## config.mk

```make
export PLATFORM = sky130hd
export DESIGN_NAME = glyph_pixel_renderer
export DESIGN_NICKNAME = d
export VERILOG_FILES = /design/src/design/gpr_pkg.sv /design/src/design/gpr_glyph_scan.sv /design/src/design/gpr_out_reg.sv /design/src/design/glyph_pixel_renderer.sv
export SDC_FILE = /design/constraint.sdc
export NUM_CORES = 1
export LEC_CHECK = 0
export BUFFER_PORTS_ARGS = -buffer_cell sky130_fd_sc_hd__buf_2
export CORE_ASPECT_RATIO = 1.1
export CORE_MARGIN = 2
export CORE_UTILIZATION = 55
export DETAILED_ROUTE_END_ITERATION = 10
export PLACE_DENSITY = 0.78
export SKIP_CTS_REPAIR_TIMING = 1
export SLEW_MARGIN = 20
export SYNTH_ARGS = -nofsm -noshare
export SYNTH_HDL_FRONTEND = slang
export SYNTH_SLANG_ARGS = --single-unit
```

## constraint.sdc

```tcl
create_clock -name clk_i -period 2.8 [get_ports clk_i]
set_input_delay 0.28 -clock clk_i [delete_from_list [all_inputs] [get_ports clk_i]]
set_output_delay 0.28 -clock clk_i [all_outputs]
set_load 0.01 [all_outputs]
```

## src/design/gpr_pkg.sv

```systemverilog
`timescale 1ns / 1ps

package gpr_pkg;

  // Font geometry and cursor step.
  localparam int unsigned GLYPH_COUNT = 26;
  localparam int unsigned GLYPH_ROWS  = 5;
  localparam int unsigned GLYPH_COLS  = 5;
  localparam int unsigned GLYPH_CELLS = GLYPH_ROWS * GLYPH_COLS;
  localparam int unsigned ADVANCE     = 6;

  localparam logic [7:0] CHAR_LOW_A = 8'h61;  // 'a'
  localparam logic [7:0] CHAR_LOW_Z = 8'h7a;  // 'z'

  localparam int unsigned GLYPH_IDX_W = $clog2(GLYPH_COUNT);
  localparam int unsigned COL_W       = $clog2(GLYPH_COLS);

  // One input beat: a character and where and how to draw it.
  typedef struct packed {
    logic [7:0]  char_code;
    logic [7:0]  start_x;
    logic [7:0]  row_y;
    logic [15:0] ink_color;
    logic        new_string;
  } gpr_in_t;

  // One output beat: a single pixel write.
  typedef struct packed {
    logic [7:0]  pixel_x;
    logic [7:0]  pixel_y;
    logic [15:0] pixel_color;
    logic        last_pixel;
  } gpr_out_t;

  // Status of the cell scanner as seen by the top level.
  typedef struct packed {
    logic busy;
    logic emit;
  } gpr_scan_stat_t;

  // Glyph rows; bit c of a row set means column c is inked.
  localparam logic [GLYPH_COLS-1:0] FONT [GLYPH_COUNT][GLYPH_ROWS] = '{
    '{5'd15, 5'd9,  5'd15, 5'd9,  5'd9 },  // a
    '{5'd7,  5'd9,  5'd15, 5'd9,  5'd7 },  // b
    '{5'd6,  5'd9,  5'd1,  5'd9,  5'd6 },  // c
    '{5'd7,  5'd9,  5'd9,  5'd9,  5'd7 },  // d
    '{5'd15, 5'd1,  5'd15, 5'd1,  5'd15},  // e
    '{5'd7,  5'd1,  5'd7,  5'd1,  5'd1 },  // f
    '{5'd6,  5'd1,  5'd13, 5'd9,  5'd6 },  // g
    '{5'd9,  5'd9,  5'd15, 5'd9,  5'd9 },  // h
    '{5'd14, 5'd4,  5'd4,  5'd4,  5'd14},  // i
    '{5'd8,  5'd8,  5'd8,  5'd10, 5'd4 },  // j
    '{5'd9,  5'd5,  5'd3,  5'd5,  5'd9 },  // k
    '{5'd1,  5'd1,  5'd1,  5'd1,  5'd15},  // l
    '{5'd17, 5'd27, 5'd21, 5'd17, 5'd17},  // m
    '{5'd9,  5'd11, 5'd13, 5'd9,  5'd9 },  // n
    '{5'd15, 5'd9,  5'd9,  5'd9,  5'd15},  // o
    '{5'd15, 5'd9,  5'd15, 5'd1,  5'd1 },  // p
    '{5'd7,  5'd5,  5'd5,  5'd5,  5'd15},  // q
    '{5'd15, 5'd9,  5'd15, 5'd5,  5'd9 },  // r
    '{5'd7,  5'd1,  5'd7,  5'd4,  5'd7 },  // s
    '{5'd7,  5'd2,  5'd2,  5'd2,  5'd2 },  // t
    '{5'd9,  5'd9,  5'd9,  5'd9,  5'd15},  // u
    '{5'd17, 5'd17, 5'd17, 5'd10, 5'd4 },  // v
    '{5'd17, 5'd17, 5'd21, 5'd27, 5'd17},  // w
    '{5'd17, 5'd10, 5'd4,  5'd10, 5'd17},  // x
    '{5'd17, 5'd10, 5'd4,  5'd4,  5'd4 },  // y
    '{5'd15, 5'd8,  5'd4,  5'd2,  5'd15}   // z
  };

  // True for the lower-case letters that have a glyph.
  function automatic logic is_letter(input logic [7:0] code);
    return (code >= CHAR_LOW_A) && (code <= CHAR_LOW_Z);
  endfunction

  // Whole glyph in raster order: bit r*GLYPH_COLS+c is row r, column c.
  // Codes without a glyph give an empty cell.
  function automatic logic [GLYPH_CELLS-1:0] glyph_cells(input logic [7:0] code);
    logic [GLYPH_CELLS-1:0] cells;
    logic [GLYPH_IDX_W-1:0] idx;
    cells = '0;
    idx   = GLYPH_IDX_W'(code - CHAR_LOW_A);
    if (is_letter(code)) begin
      for (int r = 0; r < GLYPH_ROWS; r++) begin
        cells[r*GLYPH_COLS +: GLYPH_COLS] = FONT[idx][r];
      end
    end
    return cells;
  endfunction

endpackage

```

## src/design/gpr_glyph_scan.sv

```systemverilog
`timescale 1ns / 1ps

module gpr_glyph_scan (
  input  logic                   clk_i,
  input  logic                   rst_ni,
  input  logic                   load_i,
  input  logic [7:0]             char_code_i,
  input  logic [7:0]             base_x_i,
  input  logic [7:0]             row_y_i,
  input  logic [15:0]            ink_color_i,
  input  logic                   pix_ready_i,
  output gpr_pkg::gpr_scan_stat_t stat_o,
  output gpr_pkg::gpr_out_t      pix_o
);
  import gpr_pkg::*;

  logic [GLYPH_CELLS-1:0] cells_q, cells_d;
  logic [COL_W-1:0]       col_q, col_d;
  logic [7:0]             base_x_q, base_x_d;
  logic [7:0]             y_q, y_d;
  logic [15:0]            color_q, color_d;
  logic                   busy_q, busy_d;
  logic                   more;
  logic                   step;

  // Cells still to come after the one at the head of the shift register.
  assign more = |cells_q[GLYPH_CELLS-1:1];

  // An empty cell moves on at once; an inked one waits for the output stage.
  assign step = busy_q && (!cells_q[0] || pix_ready_i);

  // Cell shift register with column and row walk.
  always_comb begin
    cells_d  = cells_q;
    col_d    = col_q;
    base_x_d = base_x_q;
    y_d      = y_q;
    color_d  = color_q;
    busy_d   = busy_q;
    if (load_i) begin
      cells_d  = glyph_cells(char_code_i);
      col_d    = '0;
      base_x_d = base_x_i;
      y_d      = row_y_i;
      color_d  = ink_color_i;
      busy_d   = |glyph_cells(char_code_i);
    end else if (step) begin
      cells_d = cells_q >> 1;
      busy_d  = more;
      if (col_q == COL_W'(GLYPH_COLS - 1)) begin
        col_d = '0;
        y_d   = y_q + 8'd1;
      end else begin
        col_d = col_q + COL_W'(1);
      end
    end
  end

  always_ff @(posedge clk_i or negedge rst_ni) begin
    if (!rst_ni) begin
      busy_q  <= 1'b0;
      cells_q <= '0;
      col_q   <= '0;
    end else begin
      busy_q  <= busy_d;
      cells_q <= cells_d;
      col_q   <= col_d;
    end
  end

  always_ff @(posedge clk_i) begin
    base_x_q <= base_x_d;
    y_q      <= y_d;
    color_q  <= color_d;
  end

  // Pixel offered to the output stage.
  always_comb begin
    stat_o.busy       = busy_q;
    stat_o.emit       = busy_q && cells_q[0];
    pix_o.pixel_x     = base_x_q + 8'(col_q);
    pix_o.pixel_y     = y_q;
    pix_o.pixel_color = color_q;
    pix_o.last_pixel  = !more;
  end

endmodule

```

## src/design/gpr_out_reg.sv

```systemverilog
`timescale 1ns / 1ps

module gpr_out_reg (
  input  logic             clk_i,
  input  logic             rst_ni,
  input  logic             pix_valid_i,
  input  gpr_pkg::gpr_out_t pix_i,
  output logic             pix_ready_o,
  output logic             out_valid_o,
  input  logic             out_stall_i,
  output gpr_pkg::gpr_out_t out_data_o
);
  import gpr_pkg::*;

  logic     valid_q, valid_d;
  gpr_out_t data_q, data_d;

  // Take a new pixel whenever the held one is gone or leaves this cycle.
  assign pix_ready_o = !valid_q || !out_stall_i;

  always_comb begin
    valid_d = valid_q;
    data_d  = data_q;
    if (pix_ready_o) begin
      valid_d = pix_valid_i;
      data_d  = pix_i;
    end
  end

  always_ff @(posedge clk_i or negedge rst_ni) begin
    if (!rst_ni) begin
      valid_q <= 1'b0;
    end else begin
      valid_q <= valid_d;
    end
  end

  always_ff @(posedge clk_i) begin
    data_q <= data_d;
  end

  assign out_valid_o = valid_q;
  assign out_data_o  = data_q;

endmodule

```

## src/design/glyph_pixel_renderer.sv

```systemverilog
`timescale 1ns / 1ps

// Draws lower-case letters from a fixed 5x5 font as single pixel writes. Each
// input beat is one character; the horizontal cursor loads start_x when
// new_string is set and moves on by six after every character, wrapping at
// 8 bits. A letter is scanned through a 25-bit shift register, row by row,
// one glyph cell per clock unless an inked cell waits on a full, stalled
// output register; each inked cell leaves as one output beat, the final one
// flagged by last_pixel. A letter holds the input until the scanner has
// passed its last inked cell; a space or other non-letter code is taken
// without holding the input and writes nothing. Pixels pass through one output
// register, so the scanner moves past empty cells while a finished pixel waits.
module glyph_pixel_renderer (
  input  logic             clk_i,
  input  logic             rst_ni,
  input  logic             in_valid_i,
  output logic             in_stall_o,
  input  gpr_pkg::gpr_in_t in_data_i,
  output logic             out_valid_o,
  input  logic             out_stall_i,
  output gpr_pkg::gpr_out_t out_data_o
);
  import gpr_pkg::*;

  logic           in_accept;
  logic [7:0]     cursor_q, cursor_d;
  logic [7:0]     base_x;
  logic           pix_ready;
  gpr_scan_stat_t scan_stat;
  gpr_out_t       pix;

  // One character at a time: hold the input while the scanner works.
  assign in_stall_o = scan_stat.busy;
  assign in_accept  = in_valid_i && !in_stall_o;

  // Cursor: left edge of the current character, then step past it.
  assign base_x = in_data_i.new_string ? in_data_i.start_x : cursor_q;

  always_comb begin
    cursor_d = cursor_q;
    if (in_accept) begin
      cursor_d = base_x + 8'(ADVANCE);
    end
  end

  always_ff @(posedge clk_i or negedge rst_ni) begin
    if (!rst_ni) begin
      cursor_q <= '0;
    end else begin
      cursor_q <= cursor_d;
    end
  end

  gpr_glyph_scan u_scan (
    .clk_i       (clk_i),
    .rst_ni      (rst_ni),
    .load_i      (in_accept),
    .char_code_i (in_data_i.char_code),
    .base_x_i    (base_x),
    .row_y_i     (in_data_i.row_y),
    .ink_color_i (in_data_i.ink_color),
    .pix_ready_i (pix_ready),
    .stat_o      (scan_stat),
    .pix_o       (pix)
  );

  gpr_out_reg u_out (
    .clk_i       (clk_i),
    .rst_ni      (rst_ni),
    .pix_valid_i (scan_stat.emit),
    .pix_i       (pix),
    .pix_ready_o (pix_ready),
    .out_valid_o (out_valid_o),
    .out_stall_i (out_stall_i),
    .out_data_o  (out_data_o)
  );

  // A character that does not start a string sits one step past the last.
  assert property (@(posedge clk_i) disable iff (!rst_ni)
    in_accept && !in_data_i.new_string |=> cursor_q == $past(cursor_q) + 8'(ADVANCE))
    else $error("cursor did not advance by one character step");

  // Every letter has inked cells, so accepting one starts a scan.
  assert property (@(posedge clk_i) disable iff (!rst_ni)
    in_accept && is_letter(in_data_i.char_code) |=> in_stall_o)
    else $error("letter accepted without starting a scan");

  // Only a running scan may offer pixels.
  assert property (@(posedge clk_i) disable iff (!rst_ni)
    !scan_stat.busy |-> !scan_stat.emit)
    else $error("pixel offered while scanner idle");

endmodule
```

==> summary.txt, run 1 <==
Detailed routing
  • Vias: 4003
  • DRC violations left: 0
  • Metal-1 WL: 4.73 mm
  • Routed wire length: 11.8 mm
  • Met3 WL: 782 um
  • DR WL/cell: 17.2 um
  • DRT Pass-1 Iters: 5
  • Routed vias/inst: 5.82
  • Top routing layer in use: met4
  • Remaining antenna violation count: 0
  • Initial drt markers: 353
  • Met2 Wirelength: 5.95 mm

Power and ir drop
  • LEAKAGE: 0.00246 uW
  • Combinational power share: 30.6%
  • Clk pwr share: 16.8%
  • Switching Share: 34.0%
  • PwrDens: 768 nW/um^2
  • Total net switching power: 1540 uW
  • Tot Pwr: 4550 uW
  • Peak supply drop: 287 uV
  • Seq pwr share: 52.6%
  • Power Internal: 3000 uW

Timing
  • Setup violations, final: 0
  • RSZ-0062 raised after global routing: false
  • Setup TNS: 0 ps
  • Pins Over Slew Limit: 0
  • Final Hold Viols: 0
  • Setup ws final: 637 ps
  • Slew at the pin with the worst max-slew slack: 839 ps
  • Fin crit share: 77.2%
  • Slew margin rel.: 44.1%
  • Fmax achieved: 0.462 GHz
  • Post-route minimum period: 2160 ps
  • Fin Clk Skew: 6.87 ps

Worst hold path
  • Hold Path Class: primary input to async pin

Clocking
  • Htree depth: 3
  • Clock buffer depth: 2
  • TritonCTS clock tree: yes
  • Num CTS Buffers: 9
  • Clock slew at reported path FFs: 90 ps
  • Root Driver: clkbuf_8
  • Clock latency on the worst-skew pair: 360 ps
  • Clock Sinks: 103

Setup path
  • Register-to-register path setup slack: 870 ps
  • CP startpoint kind: primary input
  • Worst-path maximum fanout: 15
  • Worst Path Required: 3020 ps
  • CP Class: primary input to flip-flop
  • Worst setup EP type: flip-flop
  • Critical Path AT: 2380 ps

Cells and area
  • # diodes: 0
  • Reg area: 2900 um^2
  • Fraction of layout cells with a size suffix above 1: 20.7%
  • Nets@finish: 630
  • Layout Cells excl Fill: 688
  • Fillers: 749
  • Multi-input logic area: 2100 um^2
  • Area delta synth->final: 13.8%

Yosys
  • Synth Register Bits: 103
  • Post-Syn Nets: 551
  • Mean Syn Cell Area: 10.7 um^2
  • Post-Syn Area: 5200 um^2
  • Fraction of registers with async set/reset: 36.9%
  • Top_reg_cell synth: edfxtp_1
  • Synth warn: 0
  • Cells after Synth: 487
  • Post-synth EDFFs: 65
  • Register area share after synthesis: 55.8%
  • Library cells used by synthesis: 53

Floorplanning
  • Initial core utilization: 56.2%
  • # rows: 37
  • Width of the die: 96.7 um
  • # IOs: 80
  • Die Ht: 106 um
  • Die area: 10200 um^2
  • Core region area: 9260 um^2

Place
  • Pre-CTS setup slack: 269 ps
  • Dpl cells: 672
  • # port buffers: 79
  • Routability cong.: 0.982
  • HPWL after DPL: 8.76 mm

GRT
  • First-pass GRT wire length: 19.2 mm
  • Total GRT Usage: 23.4%
  • Largest net degree at the start of global routing: 46
  • Grt total ovfl: 0
  • Initial antenna violation count: 0
  • Vias in the first global route: 3965

Job
  • Max Cap Viol: 0

Outcome
  • Outcome: finished clean
-- flip-flops by register name (all words and copies together), names as in the netlist --
register,cells
u_scan.color_q,16
u_scan.busy_q,1
u_scan.cells_q,25
u_out.out_data_o,33
u_scan.base_x_q,8
cursor_q,8
u_out.out_valid_o,1
u_scan.col_q,3
u_scan.y_q,8
-- worst max-delay path, stage by stage --
cell	delay, ps
buf_2	100
inv_1	140
ha_1	300
or3b_1	480
or2_2	350
o211a_1	390
nand3_1	200
o221ai_1	140
-- metal layers --
metal  track usage, %  vias up
li1                 -     1934
met5                0        -
met1             28.6     1861
met2             40.5      175
met3             4.67       33
met4             10.5        0
-- logic make-up (layout without fill, tap and decap cells) --
group	Yosys count	count (layout)	synth area share [%]
AND/OR/NAND/NOR	160	160	14.3
AO/OA/AOI/OAI	120	120	14.6
flip-flops	103	103	55.8
buffers and inverters	48	132	3.78
XOR/XNOR	21	21	3.54
adder cells (fa/ha/maj)	19	19	4.72
multiplexers	16	16	3.20
-- final cells by class --
cell class	count	share of cell area (%)
multi-input cells	336	35.5
repair buffers	97	9.17
clock buffers	10	2.16
clock inverters	6	0.465
flip-flops and latches	103	49.0
inverters	19	1.20
well taps	117	2.47
-- path summary, 6_finish.rpt --
| path | to | start | cells past startpoint |
|---|---|---|---|
| max | u_scan.cells_q[4] | in_data_i[34] | 8 |
| min | cursor_q[5] | rst_ni | 1 |
| max reg2reg | u_scan.cells_q[7] | u_scan.busy_q | 6 |
| min reg2reg | u_out.out_data_o[16] | u_scan.color_q[15] | 0 |
| max in group asynchronous | u_scan.cells_q[11] | rst_ni | 1 |
| min in group clk_i | u_scan.color_q[13] | in_data_i[14] | 1 |
-- cells in the mapped netlist, types with 3 or more instances --
master	number	area share, %
nor4_1	8	0.96
edfxtp_1	65	38
dfrtp_1	38	18
xor2_1	8	1.3
a21o_1	3	0.43
nor3_1	3	0.29
o22ai_1	5	0.60
nand2b_1	3	0.36
xnor2_1	13	2.2
o21ai_0	42	4.0
nor2b_1	6	0.72
mux2_2	5	1.1
and2_1	3	0.36
a21oi_1	23	2.2
o21a_1	4	0.58
clkbuf_1	21	1.5
buf_2	7	0.67
nand3_1	22	2.1
nand2_1	70	5.1
mux2i_1	11	2.1
a211oi_1	3	0.43
and3_1	6	0.72
nand4_1	6	0.72
nor2_1	24	1.7
ha_1	18	4.3
a31oi_1	7	0.84
o211ai_1	8	1.2
o31ai_1	5	0.72
nand3b_1	3	0.43
inv_1	18	1.3
-- stage by stage --
step,utilization [%],hold slack [ps],instance area [um^2]
floorplan,-,-15.6,5200
global placement,62.3,400,5760
detailed placement,62.3,405,5760
CTS,63.9,21.5,5920
global route,63.9,62.6,5920
finish,63.9,12.4,5920
-- power groups by stage --
stage / Clock (uW) / Combinational, uW / Sequential, uW
after CTS: 784 / 1390 / 2390
final: 765 / 1390 / 2390
after global placement: 0 / 1310 / 2390
after floorplan: 0 / 877 / 2410
after global routing: 842 / 1560 / 2430
after detailed placement: 0 / 1380 / 2420
-- layout by cell type, fill, tap and decap left out, drive strengths merged, types with 10 or more instances in the layout --
| cell type | n |
|---|---|
| clkbuf | 10 |
| nor2 | 24 |
| buf | 97 |
| o21ai | 42 |
| edfxtp | 65 |
| nand2 | 70 |
| mux2i | 11 |
| dfrtp | 38 |
| a21oi | 23 |
| inv | 18 |
| nand3 | 22 |
| ha | 18 |
| xnor2 | 13 |
Power figures use the tool's default switching activity.
==> inputs of run 2 (changes only) <==
- clock period: 2.8 -> 2.04 ns (I/O delays scaled with it)
==> run 2 against run 1 <==
The flow now finishes with violations (hold timing). Clock-buffer cell count stayed put. Largest power group unchanged. Clock power grew 59%. Die area did not move. Design area grew 6.5%. Cell count up 5.7%. Critical path type is now flip-flop to flip-flop.
==> summary.txt, run 2 (same netlist as run 1, synthesis figures left out) <==
Floorplanning
  • Core region area: 9260 um^2 (unchanged)
  • Die area: 10200 um^2 (unchanged)
  • Width of the die: 96.7 um (unchanged)
  • # IOs: 80 (unchanged)
  • # rows: 37 (unchanged)
  • Initial core utilization: 56.2% (unchanged)
  • Die Ht: 106 um (unchanged)

Clocking
  • Htree depth: 3 (unchanged)
  • TritonCTS clock tree: yes
  • Clock Sinks: 103 (unchanged)
  • Num CTS Buffers: 9 (unchanged)
  • Root Driver: clkbuf_8
  • Clock slew at reported path FFs: 100 ps (about the same)
  • Clock buffer depth: 2 (unchanged)
  • Clock latency on the worst-skew pair: 370 ps (about the same)

Power and ir drop
  • PwrDens: 1030 nW/um^2 (+34%)
  • LEAKAGE: 0.00264 uW (+7.5%)
  • Peak supply drop: 404 uV (+41%)

Setup path
  • Crit path cell chain: ha_1 -> inv_1 -> fa_1 -> nor2b_1 -> o21ai_0 -> nor2_1 -> xor2_1
  • Worst Path Required: 2170 ps (-850 ps)
  • Worst-path maximum fanout: 4 (-11)
  • CP top delay family: adder cells
  • CP Buf/Inv Count: 1 (-1)
  • Crit path largest cell delay: 420 ps (-60 ps)
  • Critical Path AT: 2020 ps (-360 ps)
  • Slowest-stage cell, CP: fa_1
  • CP Class: flip-flop to flip-flop
  • CP startpoint kind: flip-flop
  • Worst setup EP type: flip-flop

Cells and area
  • Reg area: 2900 um^2 (unchanged)
  • Fraction of layout cells with a size suffix above 1: 25.9% (+5.2 points)
  • # diodes: 0 (unchanged)
  • Area delta synth->final: 21.2%
  • Most frequent cells in the layout: 79 x buf_2, 70 x nand2_1, 65 x edfxtp_1, 49 x buf_4, 42 x o21ai_0
  • Nets@finish: 669 (+6.2%)
  • Commonest non-fill, non-tap cell in the layout: buf_2
  • Max FFs per register: 33 (unchanged)
  • Fillers: 701 (-6.4%)
  • Multi-input logic area: 2140 um^2 (+1.9%)
  • Final Cell Area: 6300 um^2 (+6.5%)

Job
  • Max Cap Viol: 0 (unchanged)

Worst hold path
  • Hold Path Class: primary input to async pin

Timing
  • RSZ-0062 raised after global routing: false
  • Post-route minimum period: 1890 ps
  • Setup ws final: 152 ps (-485 ps)
  • Fin crit share: 92.5%
  • Hold WS: -58.9 ps (-71.3 ps)
  • Pins Over Slew Limit: 0 (unchanged)
  • Slew margin rel.: 42.0% (-2.1 points)
  • Fmax achieved: 0.530 GHz
  • Final Hold Viols: 38 (+38)
  • Setup TNS: 0 ps (unchanged)
  • Slew at the pin with the worst max-slew slack: 870 ps (+30.9 ps)
  • Fin Clk Skew: 10.7 ps (+3.84 ps)
  • Setup violations, final: 0 (unchanged)

Outcome
  • Failing checks: hold timing
  • Outcome: complete, but fails checks

Place
  • Placement Cell Area: 6040 um^2 (+4.7%)
  • Pre-CTS setup slack: -161 ps (-430 ps)
  • Routability cong.: 0.929 (-5.5%)
  • # port buffers: 79 (unchanged)
  • HPWL after DPL: 9.48 mm (+8.2%)

GRT
  • Largest net degree at the start of global routing: 46 (unchanged)
  • Vias in the first global route: 4141 (+4.4%)
  • Total GRT Usage: 25.1% (+1.7 points)
  • First-pass GRT wire length: 20.5 mm (+6.9%)
  • Initial antenna violation count: 0 (unchanged)
  • Grt total ovfl: 0 (unchanged)

Detailed routing
  • Remaining antenna violation count: 0 (unchanged)
  • DRT Pass-1 Iters: 7 (+2)
  • Initial drt markers: 322 (-8.8%)
  • Routed vias/inst: 5.76 (-0.92%)
  • DRC violations left: 0 (unchanged)
  • Routed wire length: 12.7 mm (+7.3%)
  • DR WL/cell: 17.5 um (+1.5%)
  • Vias: 4191 (+4.7%)
-- run 2: final cells by class --
cell class	instances	share of cell area, %
flip-flops and latches	103	46.0
clock inverters	6	0.953
well taps	117	2.32
clock buffers	10	2.02
multi-input cells	336	34.0
repair buffers	136	13.4
inverters	19	1.31
-- run 2: path summary, 6_finish.rpt --
check | slack [ps] | from | depth (start not counted) | endpoint
worst max-delay path | 150 | u_scan.col_q[0] | 7 | u_out.out_data_o[31]
worst min-delay path | -60 | rst_ni | 1 | cursor_q[7]
worst max register to register | 150 | u_scan.col_q[0] | 7 | u_out.out_data_o[31]
worst min register to register | 420 | u_scan.color_q[11] | 0 | u_out.out_data_o[12]
max in group asynchronous | 1550 | rst_ni | 1 | u_scan.busy_q
min in group clk_i | 10 | in_data_i[6] | 1 | u_scan.color_q[5]
-- run 2: through the flow --
stage | instances | utilization (%) | power (uW)
after floorplan | 487 | - | 4530
after global placement | 703 | 65.2 | 5180
after detailed placement | 703 | 65.2 | 5280
after CTS | 719 | 67.2 | 6490
after global routing | 727 | 68.1 | 6900
final | 727 | 68.1 | 6500
-- run 2: power by group --
group	leakage (uW)	switching [uW]	internal, uW
sequential	0.00108	392	2900
clock	0.0000903	662	562
combinational	0.00147	1130	852
total	0.00264	2190	4310
-- run 2: metal layers --
layer  vias to the layer above  share of wire (%)  GRT usage (%)
met2                       154                 52           42.8
met5                         -                  0              0
met3                        31                5.8           5.85
met4                         0                3.1           10.7
met1                      2001                 40           30.8
li1                       2005                  -              -
==> inputs of run 3 (changes only) <==
- ABC_AREA: not set -> 1
- PLACE_DENSITY: 0.78 -> 0.77
==> run 3 against run 2 <==
The flow now finishes without violations. Cell count is 9.1% higher. Design area is 2.3% lower. Sequential share of layout area is 1.1 points higher. Register-to-register slack hardly changed. Die area is 1.4% higher. Critical path depth is 1 higher. Core utilization is 2.3 points lower. First-iteration DRC count is 13% lower. Highest routed layer unchanged.
==> summary.txt, run 3 <==
Yosys
  • Top_reg_cell synth: edfxtp_1
  • Synth area leader: edfxtp_1
  • Synth Register Bits: 103 (unchanged)
  • Area contributors post-synth: edfxtp_1 37%, dfrtp_1 18%, nand2_1 10%
  • Yosys top cell area share: 37.0% (-0.54 points)
  • Post-synth EDFFs: 65 (unchanged)
  • Fraction of registers with async set/reset: 36.9% (unchanged)
  • Register area share after synthesis: 55.0% (-0.81 points)
  • Library cells used by synthesis: 35 (-34%)
  • Top cells by count, synth: 141 x nand2_1, 70 x inv_1, 65 x edfxtp_1
  • Post-Syn Nets: 633 (+15%)
  • Synth warn: 0 (unchanged)
  • Most numerous cell in the Yosys netlist: nand2_1
  • Post-Syn Area: 5280 um^2 (+1.5%)
  • Mean Syn Cell Area: 9.27 um^2 (-13%)
  • Cells after Synth: 569 (+17%)

Setup path
  • CP startpoint kind: flip-flop
  • CP Buf/Inv Count: 2 (+1)
  • Crit path largest cell delay: 410 ps (about the same)
  • Critical Path AT: 2010 ps (about the same)
  • Worst R2R End: u_out.out_data_o[31]
  • Register-to-register path setup slack: 160 ps (about the same)
  • Worst Path Required: 2170 ps (about the same)
  • Crit path launch: u_scan.col_q[0]
  • CP Class: flip-flop to flip-flop
  • Crit path cell chain: ha_1 -> inv_1 -> fa_1 -> inv_1 -> a21oi_1 -> nor2_1 -> nand3_1 -> xnor2_1
  • CP top delay family: adder cells
  • Crit path top cell by count: inv_1
  • R2R Path Start: u_scan.col_q[0]
  • Slowest-stage cell, CP: fa_1
  • Worst-path maximum fanout: 3 (-1)
  • Worst Reg-to-Reg Cells: 8 (+1)
  • Levels on crit path: 8 (+1)
  • Setup crit end: u_out.out_data_o[31]
  • Worst setup EP type: flip-flop

Detailed routing
  • DRT Pass-1 Iters: 5 (-2)
  • DR WL/cell: 14.6 um (-16%)
  • DRC violations left: 0 (unchanged)
  • Routed wire length: 11.6 mm (-8.9%)
  • Initial drt markers: 280 (-13%)
  • Vias: 4247 (+1.3%)
  • Routed vias/inst: 5.36 (-7.1%)
  • Remaining antenna violation count: 0 (unchanged)

Power and ir drop
  • Peak supply drop: 462 uV (+15%)
  • PwrDens: 1130 nW/um^2 (+9.1%)
  • LEAKAGE: 0.00284 uW (+7.4%)
  • Tot Pwr: 6930 uW (+6.5%)

Cells and area
  • Area delta synth->final: 16.7%
  • Fraction of layout cells with a size suffix above 1: 20.3% (-5.6 points)
  • Nets@finish: 735 (+9.9%)
  • Layout Cells excl Fill: 793 (+9.1%)
  • # diodes: 0 (unchanged)
  • Commonest non-fill, non-tap cell in the layout: nand2_1
  • Fillers: 762 (+8.7%)
  • Max FFs per register: 33 (unchanged)
  • Most frequent cells in the layout: 141 x nand2_1, 79 x buf_2, 70 x inv_1, 65 x edfxtp_1, 60 x nand3_1

Clocking
  • Clock latency on the worst-skew pair: 380 ps (about the same)
  • Num CTS Buffers: 9 (unchanged)
  • TritonCTS clock tree: yes
  • Root Driver: clkbuf_8
  • Clock buffer depth: 2 (unchanged)
  • Clock Sinks: 103 (unchanged)
  • Htree depth: 3 (unchanged)
  • Clock slew at reported path FFs: 100 ps (about the same)

Place
  • Routability cong.: 0.965 (+3.9%)
  • Dpl cells: 763 (+8.5%)
  • HPWL after DPL: 8.49 mm (-10%)
  • # port buffers: 79 (unchanged)
  • Pre-CTS setup slack: 135 ps (+296 ps)

Outcome
  • Outcome: finished clean

Timing
  • Final Hold Viols: 0 (-100%)
  • Slew at the pin with the worst max-slew slack: 409 ps (-461 ps)
  • Hold WS: 8.74 ps (+67.6 ps)
  • Setup violations, final: 0 (unchanged)
  • Fin crit share: 92.1% (-0.43 points)
  • Slew margin rel.: 72.7% (+31 points)
  • Setup ws final: 161 ps (+8.77 ps)
  • Fmax achieved: 0.532 GHz (+0.47%)
  • Post-route minimum period: 1880 ps (-8.77 ps)
  • Setup TNS: 0 ps (unchanged)
  • Pins Over Slew Limit: 0 (unchanged)
  • Fin Clk Skew: 9.60 ps (-1.10 ps)
  • RSZ-0062 raised after global routing: false

GRT
  • Vias in the first global route: 4025 (-2.8%)
  • Most Crowded Layer GR: met2
  • Initial antenna violation count: 0 (unchanged)
  • M1 GR Usage: 28.5% (-2.3 points)
  • GR Layer Usage met2: 40.1% (-2.7 points)
  • Grt total ovfl: 0 (unchanged)
  • Largest net degree at the start of global routing: 33 (-28%)
  • First-pass GRT wire length: 19.0 mm (-7.1%)
  • GR Util met3: 4.37% (-1.5 points)
  • Total GRT Usage: 22.9% (-2.3 points)

Floorplanning
  • # rows: 37 (unchanged)
  • Die Ht: 107 um (+0.70%)
  • Width of the die: 97.4 um (+0.70%)
  • Core region area: 9350 um^2 (+1.0%)
  • # IOs: 80 (unchanged)
  • Initial core utilization: 56.4% (+0.26 points)
  • Die area: 10400 um^2 (+1.4%)

Job
  • Max Cap Viol: 0 (unchanged)

Worst hold path
  • Hold Path Class: primary input to flip-flop
run 3: changes by cell type after synthesis, moves of 11 or more:
cell	previous run	this run
mux2i_1	11	0
a21oi_1	23	11
clkbuf_1	21	8
o21ai_1	0	12
nand2_1	70	141
inv_1	18	70
nand3_1	22	60
run 3: cells by family after synthesis:
group	synth area share [%]
compound gates	8.32
buf+inv	7.56
flops	55.0
xor+xnor	2.16
simple gates	22.3
fa+ha+maj	4.65
run 3: worst min-delay path by stage:
stage / start / endpoint / slack (ps) / cells past startpoint
2_1_floorplan: rst_ni / cursor_q[0] / -90 / 0
3_3_place_gp: rst_ni / cursor_q[7] / 90 / 1
3_5_place_dp: rst_ni / cursor_q[7] / 100 / 1
4_1_cts: rst_ni / cursor_q[1] / -320 / 1
5_1_grt: in_data_i[10] / u_scan.color_q[9] / 0.5 / 1
6_report: in_data_i[10] / u_scan.color_q[9] / 9 / 1
run 3: power breakdown:
group          switching, uW  internal [uW]  leakage, uW
Sequential               315           3030      0.00112
Combinational           1530            890      0.00163
Clock                    714            456    0.0000883
Total                   2550           4370      0.00284
run 3: per-stage QoR:
| stage | area [um^2] | util [%] |
|---|---|---|
| after floorplan | 5280 | - |
| after global placement | 5840 | 62.4 |
| after detailed placement | 5840 | 62.4 |
| after CTS | 6020 | 64.3 |
| after global routing | 6160 | 65.8 |
| final | 6160 | 65.8 |
run 3: worst reg2reg max path, stage by stage (launching register included):
cell and delay (ps):
dfrtp_1 390, ha_1 190, inv_1 60, fa_1 420, inv_1 90, a21oi_1 60, nor2_1 150, nand3_1 120
xnor2_1 150
run 3: metal layers:
| metal | wire length, um | up-vias |
|---|---|---|
| met4 | 191 | 0 |
| met5 | 0 | - |
| met3 | 643 | 13 |
| met1 | 4880 | 1999 |
| li1 | - | 2094 |
| met2 | 5860 | 141 |
run 3: layout make-up:
type	count	area (um^2)	share of cell area, %
well taps	117	146	2.38
repair buffers	110	663	10.8
multi-input cells	371	1980	32.2
clock inverters	7	55.1	0.894
flip-flops and latches	103	2900	47.2
inverters	76	285	4.63
clock buffers	9	124	2.01
